### src/rtl/pip_pkg.sv
// shared constants and controller/datapath handshake types for the polygon test
package pip_pkg;

	localparam int MAX_VERTICES_DEF = 64;
	localparam int COORD_WIDTH_DEF  = 24;
	localparam int COUNT_W          = 7;
	localparam int INDEX_W          = 6;

	localparam logic FUNC_WRITE = 1'b0;
	localparam logic FUNC_TEST  = 1'b1;

	typedef struct packed {
		logic               wr_en;
		logic               start;
		logic               rd_en;
		logic [COUNT_W-1:0] rd_idx;
		logic               rd_first;
		logic               rd_near;
		logic               load_res;
	} pip_cmd_t;

	typedef struct packed {
		logic pipe_busy;
		logic out_busy;
	} pip_sts_t;

endpackage

### src/rtl/pip_ctrl.sv
// controller: item handshake, vertex count register and edge walk sequencing
module pip_ctrl import pip_pkg::*; #(
	parameter int MAX_VERTICES = MAX_VERTICES_DEF
) (
	input  logic               clk,
	input  logic               arst_n,
	input  logic               in_valid,
	input  logic               in_func,
	output logic               in_ready,
	input  logic               cfg_we,
	input  logic [COUNT_W-1:0] cfg_wdata,
	input  pip_sts_t           sts,
	output pip_cmd_t           cmd
);

	localparam logic [1:0] ST_IDLE  = 2'd0;
	localparam logic [1:0] ST_RUN   = 2'd1;
	localparam logic [1:0] ST_DRAIN = 2'd2;

	logic [1:0]         state_q;
	logic [1:0]         state_d;
	logic [COUNT_W-1:0] count_q;
	logic [COUNT_W-1:0] n_vtx;
	logic [COUNT_W-1:0] k_q;
	logic [COUNT_W-1:0] k_d;
	logic               accept;

	// saturate to table depth
	assign n_vtx = (32'(count_q) > MAX_VERTICES) ? COUNT_W'(MAX_VERTICES) : count_q;

	assign in_ready = (state_q == ST_IDLE);
	assign accept   = in_valid && in_ready;

	always_comb begin
		state_d      = state_q;
		k_d          = k_q;
		cmd          = '0;
		cmd.wr_en    = accept && (in_func == FUNC_WRITE);
		cmd.start    = accept && (in_func == FUNC_TEST);
		cmd.rd_idx   = k_q;
		cmd.rd_first = (k_q == '0);
		cmd.rd_near  = ({1'b0, k_q} + (COUNT_W+1)'(2)) < {1'b0, n_vtx};
		unique case (state_q)
			ST_IDLE: begin
				k_d = '0;
				if (cmd.start) begin
					state_d = (n_vtx < COUNT_W'(2)) ? ST_DRAIN : ST_RUN;
				end
			end
			ST_RUN: begin
				cmd.rd_en = 1'b1;
				k_d       = k_q + COUNT_W'(1);
				if (k_q == n_vtx - COUNT_W'(1)) begin
					state_d = ST_DRAIN;
				end
			end
			ST_DRAIN: begin
				if (!sts.pipe_busy && !sts.out_busy) begin
					cmd.load_res = 1'b1;
					state_d      = ST_IDLE;
				end
			end
			default: begin
				state_d = ST_IDLE;
			end
		endcase
	end

	always_ff @(posedge clk or negedge arst_n) begin
		if (!arst_n) begin
			state_q <= ST_IDLE;
			k_q     <= '0;
			count_q <= '0;
		end else begin
			state_q <= state_d;
			k_q     <= k_d;
			if (cfg_we) begin
				count_q <= cfg_wdata;
			end
		end
	end

endmodule

### config.mk
export PLATFORM = sky130hd
export DESIGN_NAME = pip_ctrl
export DESIGN_NICKNAME = d
export VERILOG_FILES = /design/src/rtl/pip_pkg.sv /design/src/rtl/pip_ctrl.sv
export SDC_FILE = /design/constraint.sdc
export NUM_CORES = 1
export LEC_CHECK = 0
export BUFFER_PORTS_ARGS = -buffer_cell sky130_fd_sc_hd__buf_2
export CORE_MARGIN = 2
export CORE_UTILIZATION = 50
export CTS_CLUSTER_SIZE = 40
export DETAILED_ROUTE_END_ITERATION = 8
export GPL_TIMING_DRIVEN = 0
export PLACE_DENSITY = 0.75
export REMOVE_ABC_BUFFERS = 1
export SYNTH_ARGS = -nofsm -noshare
export SYNTH_HDL_FRONTEND = slang
export SYNTH_SLANG_ARGS = --single-unit
### constraint.sdc
create_clock -name clk -period 2.6 [get_ports clk]
set_clock_uncertainty 0.15 [all_clocks]
set_input_delay 0.26 -clock clk [delete_from_list [all_inputs] [get_ports clk]]
set_output_delay 0.26 -clock clk [all_outputs]
set_load 0.03 [all_outputs]
# Yosys cells after proc, flatten, opt, wreduce, memory -nomap -nowiden
# Index checks and enable logic that the tools add are counted.
[classes]
n_reduce_logical = 10
eq_ne = 6
order_cmp = 3
add_sub_neg = 3
mux = 10
n_bitwise = 1
[ops]
columns = ["operator", "count"]
rows = [
  ["7-bit one-hot mux with 2 select lines", 1],
  ["7-bit by 2-bit adder with 8-bit output, second input constant", 1],
  ["8-bit by 7-bit less-than comparator with 1-bit output", 1],
  ["2-bit 2-to-1 mux", 4],
  ["7-bit by 1-bit adder with 7-bit output, second input constant", 1],
  ["7-bit equality test", 1],
  ["7-bit greater-than comparator, second input constant", 1],
  ["7-bit logical NOT", 1],
  ["7-bit by 2-bit less-than comparator with 1-bit output, second input constant", 1],
  ["7-bit 2-to-1 mux", 1],
  ["7-bit by 1-bit subtractor with 7-bit output, second input constant", 1],
  ["2-bit one-hot mux with 3 select lines", 1],
  ["1-bit logical AND", 4],
  ["2-bit != test, second input constant", 2],
  ["1-bit 2-to-1 mux", 3],
  ["3-bit AND reduction", 1],
  ["2-bit by 1-bit equality test with 1-bit output, second input constant", 1],
  ["2-bit equality test, second input constant", 1],
  ["1-bit logical NOT", 2],
  ["2-bit logical NOT", 1],
  ["2-bit by 1-bit != test with 1-bit output, second input constant", 1],
  ["2-bit nonzero test", 1],
  ["1-bit inverter", 1],
]
[word_totals]
inputBits = 14
ff_bits = 16

# Longest topological paths before layout
# Gate-level depths: netlist of the first run.
[logic_depth]
ltp_word = 6
depth_mapped = 10

# Worst setup path before layout of the first run
# Ideal clock, no wire load.
[synth_path]
path_type = "register to output"
start = "register k_q[3]"
end = "output cmd[1] in the netlist's numbering"
path_stages_with_launch = 8
slack_ns = 0.103
arrival_ns = 2.087
cell_sequence = "dfrtp_1 > buf_2 > nand3_1 > xnor2_1 > ha_1 > a21oi_1 > o21ai_0 > a31oi_1"
[synth_rtl]
columns = ["element", "line_no", "text"]
rows = [
  ["start, declared", "pip_ctrl.sv:24", "logic [COUNT_W-1:0] k_q;"],
  ["start signal, assigned", "pip_ctrl.sv:76", "k_q <= k_d;"],
  ["end, declared", "pip_ctrl.sv:13", "output pip_cmd_t cmd"],
]

==> results of run 1 <==
## synth_stat cells, types with 2 or more instances
cell / n
o21ai_0: 8
mux2_2: 7
inv_2: 2
xnor2_1: 4
a21oi_1: 8
o21ai_1: 3
or3_1: 3
nor2_1: 8
dfrtp_1: 16
ha_1: 11
nand3_1: 2
a31oi_1: 3
inv_1: 6
nand2b_1: 3
nor3_1: 5
clkbuf_1: 3
nand2_1: 20
xor2_1: 7
buf_2: 3
## registers in the layout, indices dropped and copies added (netlist names)
name / count
k_q: 7
count_q: 7
state_q: 2
## metal layers
metal  vias to the layer above  share of wire, %
met5                         -                 0
met3                         4               5.1
met2                        34                50
li1                        555                 -
met4                         0              0.88
met1                       515                44
## critical path: cells and delay by family, from the launching register on
family | cells | cell delay, ns
AOI/OAI and AO/OA | 1 | 0.21
adders and majority gates | 2 | 0.55
xor gates and xnor gates | 1 | 0.15
buffers and inverters | 1 | 0.20
DFF | 1 | 0.47
and+or+nand+nor | 1 | 0.23
## power breakdown
part | total (mW) | switching [mW] | internal, mW
logic | 0.592 | 0.354 | 0.238
registers | 0.384 | 0.0879 | 0.297
clock network | 0.134 | 0.0800 | 0.0539
## layout make-up
type	count	area [um^2]
fill	228	982.2
multi-input combinational	111	782.0
sequential	16	405.4
timing repair buffer	31	170.2
tap	30	37.54
inverter	8	32.53
clock buffer	3	22.52
## repair_timing
| action | CTS | global route |
|---|---|---|
| gates resized for setup | 2 | 5 |
| endpoints found under the setup margin | 1 | 1 |
| setup buffers | 0 | 3 |
| hold endpoints to repair | 16 | 0 |
| hold buffers | 1 | 0 |
| pin swaps | 0 | 1 |
## stage by stage
stage / util (%) / cell area (um^2) / hold slack [ns] / setup WS (ns)
floorplan: - / 1212 / -0.1856 / 0.1306
global placement: 56.94 / 1385 / 0.03660 / 0.2711
detailed placement: 56.94 / 1385 / 0.04749 / 0.2145
CTS: 58.38 / 1420 / 0.01379 / 0.03019
global route: 59.62 / 1450 / 0.03717 / 0.001402
finish: 59.62 / 1450 / 0.02358 / 0.09045
## final timing paths
path,from,to,slack [ns],cells past startpoint
max in group asynchronous,arst_n,count_q[6],1.75,2
min in group asynchronous,arst_n,k_q[5],0.26,2
setup reg to reg,count_q[6],state_q[0],0.31,7
hold / removal,cfg_wdata[6],count_q[6],0.02,3
hold reg to reg,k_q[3],k_q[3],0.41,2
setup / recovery,k_q[1],cmd[1],0.09,6
## cells by family (layout without fill, tap and decap cells)
family | Yosys count | in the layout | synth area share [%]
compound gates | 30 | 30 | 14.42
xor+xnor | 11 | 11 | 7.708
fa+ha+maj | 11 | 11 | 11.01
buf+inv | 15 | 42 | 5.405
flops | 16 | 16 | 32.03
mux | 8 | 8 | 7.107
simple gates | 51 | 51 | 22.32
==> metrics.yaml, run 1 <==
status: "finished, final reports clean"
stdcell_count: 199
synthTopCellsByArea: "dfrtp_1 32%, ha_1 11%, mux2_2 6.3%"
grtUsageTotal_pct: 20.99
rsz0062_at_grt: "no"
relSlewSlack_pct: 64.12
gr-total-overflow: 0
fmax_mhz: 398.5
final_hold_viol_count: 0
cp-start-kind: "flop"
setup_viol: 0
power.leakage_nw: 0.7090
synth_top_area_share_pct: 32.03
insertion_delay_ns: 0.29
worstMarginPinSlew_ns: 0.5315
cp_cell_sequence: "ha_1 -> and3_1 -> xor2_1 -> ha_1 -> a31oi_1 -> buf_4"
diodes: 0
power_density_mw_per_mm2: 765.8
hpwlAfterDp_um: 2109
finalMaxSlewViolations: 0
cts_root_buf: "clkbuf_4"
cp_slowest_cell: "dfrtp_2"
clock-sinks: 16
synth_cell_type_count: 39
clk_pin_slew_ns: 0.09
core_area_mm2: 0.002432
place.gp.congestion: 0.8188
via_per_inst: 5.568
drc: 0
fp.dieW_um: 54
use_met3_pct: 3.889
die_y_um: 54
start_util_pct: 51.39
cts_buffers: 3
grt_max_degree: 17
syn_area_per_cell_um2: 8.802
power_mw: 1.110
vias: 1108
crit_type: "reg2out"
met2_usage_pct: 37.60
cts_tree: "done"
drtIter0Drc: 25
final_nets: 196
wl_per_cell_um: 14.21
placed_cells: 192
io_pins: 28
postSynthCellCount: 142
final_layout_size_suffix_gt1_share_pct: 29.59
synth_edf_count: 0
syn2layout_area_growth_pct: 16.02
final_cell_mix: "26 x buf_2, 20 x nand2_1, 12 x dfrtp_1"
period_minus_slack_ns: 2.510
maxCapViolCount: 0
dieArea_mm2: 0.002916
drtPass1Iterations: 4
synth-seq-cells: 16
met1_usage_pct: 24.62
arrival_ns: 2.10
synthFlopType: "dfrtp_1"
cts_max_level: 1
syn_area_mm2: 0.001250
grt_pass1_wl_um: 4422
peakVddDrop_uv: 454.4
io_buffers: 27
layout_commonest_cell: "buf_2"
rows: 18
synth_top_area_cell: "dfrtp_1"
cp_data_required_time_ns: 2.19
yosysSeqAreaShare_pct: 32.03
antenna_left: 0
async_flop_share_pct: 100.0
drt_wl_total_um: 2828
endpoint_kind: "primary output"
antenna_found_initial: 0
cts_buffer_depth: 2
grt_pass1_vias: 1014
hold_class: "in2reg"
setup_tns_ns: 0
worstPathMaxFanout: 7
yosys_warnings: 0
worst_path_largest_cell_delay_ns: 0.47
cp_common_cell: "ha_1"
top_usage_layer: "met2"
timing.final.crit_share_pct: 96.52
(Power assumes the default switching activity.)
==> run 2, diff against run 1 <==
==> constraint.sdc (replaced) <==
create_clock -name clk -period 2.6 [get_ports clk]
set_clock_uncertainty 0.15 [all_clocks]
set_input_delay 0.78 -clock clk [delete_from_list [all_inputs] [get_ports clk]]
set_output_delay 0.78 -clock clk [all_outputs]
set_load 0.03 [all_outputs]
==> run 2 against run 1 <==
  * The run now ends with negative setup slack left
  * Sequential power about the same
  * Cell count increased by 5.5%
  * Highest routed layer unchanged
  * Sequential share of layout area decreased by 3.9 points
  * Setup slack got worse by 0.36 ns
  * Largest power group unchanged
  * Critical path type unchanged
==> metrics.yaml, run 2 (synthesis results as in run 1) <==
drtPass1Iterations: 4
grt_max_degree: 17
clk_pin_slew_ns: 0.10
fillers: 188
rows: 18
cts_root_buf: "clkbuf_4"
status: "finished, violations left"
final_nets: 207
reg2regPathDepth: 7
syn2layout_area_growth_pct: 35.84
dpl_cell_area_mm2: 0.001385
reg_top3: "count_q x7, k_q x7, state_q x2"
r2r-end: "state_q[0]"
dieArea_mm2: 0.002916
clock-sinks: 16
fmax_mhz: 348.9
worst_hold_slack_ns: 0.2344
place.gp.congestion: 0.8188
multi_input_area_um2: 927.1
drc: 0
io_buffers: 27
wl_per_cell_um: 16.40
fin_ws_ns: -0.2663
endpoint: "cmd[1]"
power_mw: 1.348
r2r_slack_ns: 0.39
rsz0062_at_grt: "yes"
final_hold_viol_count: 0
grtUsageTotal_pct: 24.12
grt_pass1_vias: 1110
antenna_found_initial: 0
regArea_um2: 409.1
grt_pass1_wl_um: 5009
power_density_mw_per_mm2: 793.8
core_area_mm2: 0.002432
worstPathMaxFanout: 4
crit_type: "reg2out"
stdcell_count: 210
start_util_pct: 51.39
cp_data_required_time_ns: 1.67
layout_commonest_cell: "buf_2"
peakVddDrop_uv: 568.6
period_minus_slack_ns: 2.866
cts_max_level: 1
via_per_inst: 5.752
cts_tree: "done"
hold_class: "in2async"
drt_wl_total_um: 3445
cts_buffers: 3
antenna_left: 0
cts_buffer_depth: 2
worstMarginPinSlew_ns: 0.5296
failed_checks: "negative setup slack"
maxCapViolCount: 0
fp.dieW_um: 54
timing.final.crit_share_pct: 110.2
placed_cells: 192
io_pins: 28
diodes: 0
crit_path_start: "k_q[1]"
gr-total-overflow: 0
vias: 1208
final_layout_size_suffix_gt1_share_pct: 47.22
rr_startpoint: "count_q[1]"
cp-start-kind: "flop"
insertion_delay_ns: 0.29
setup_viol: 2
power.leakage_nw: 0.7849
relSlewSlack_pct: 64.24
endpoint_kind: "primary output"
finalMaxSlewViolations: 0
drtIter0Drc: 30
arrival_ns: 1.94
stdcell_area_mm2: 0.001698
die_y_um: 54
final_cell_mix: "25 x buf_2, 18 x nand2_1, 14 x buf_4"
hpwlAfterDp_um: 2109
==> run 2: how the worst min path moves through the flow <==
stage | cells past startpoint | slack, ns | start | to
after floorplan | 0 | 0.33 | arst_n | count_q[0]
after detailed placement | 1 | 0.41 | count_q[0] | count_q[0]
final | 1 | 0.23 | arst_n | k_q[3]
after global placement | 1 | 0.40 | count_q[0] | count_q[0]
after global routing | 1 | 0.25 | arst_n | k_q[0]
after CTS | 1 | 0.24 | arst_n | k_q[0]
==> run 2: routing by layer <==
metal / routed length [um] / up-vias / GRT usage (%)
li1: - / 575 / -
met1: 1354 / 567 / 26.15
met2: 1831 / 54 / 45.53
met3: 166 / 12 / 4.444
met4: 92 / 0 / 9.583
met5: 0 / - / 0
==> run 2: area by class of cell <==
class	instances	share of cell area (%)
Inverter	8	2.211
Clock buffer	3	1.326
Timing Repair Buffer	42	15.55
Tap cell	30	2.211
Sequential cell	16	24.10
Multi-Input combinational cell	111	54.61
==> run 2: critical path, stage by stage (launching register included) <==
cell and delay, ns:
dfrtp_2 0.46, nand3_4 0.11, nor2_2 0.12, xor2_1 0.19, ha_1 0.30, nand2_2 0.08, nand2_2 0.07, a31oi_4 0.16
buf_6 0.15
==> run 2: repair_timing <==
action	in CTS	in global routing
gates resized for setup	23	18
setup buffers	12	3
gates cloned	0	0
pin swaps	5	8
hold buffers	0	0
setup endpoints to repair	2	2
==> run 2: stage by stage <==
stage | setup TNS [ns] | util, % | worst slack, ns
after detailed placement | -0.2007 | 56.94 | -0.2007
after global routing | -0.5889 | 69.80 | -0.3252
final | -0.4612 | 69.80 | -0.2663
after global placement | -0.1712 | 56.94 | -0.1712
after CTS | -0.4094 | 64.97 | -0.2411
after floorplan | -0.5906 | - | -0.3894
==> run 2: power breakdown <==
group	leakage, nW	internal [mW]	switching (mW)
logic	0.580	0.369	0.457
clock network	0.0138	0.0540	0.0827
registers	0.191	0.297	0.0887
total	0.785	0.720	0.628
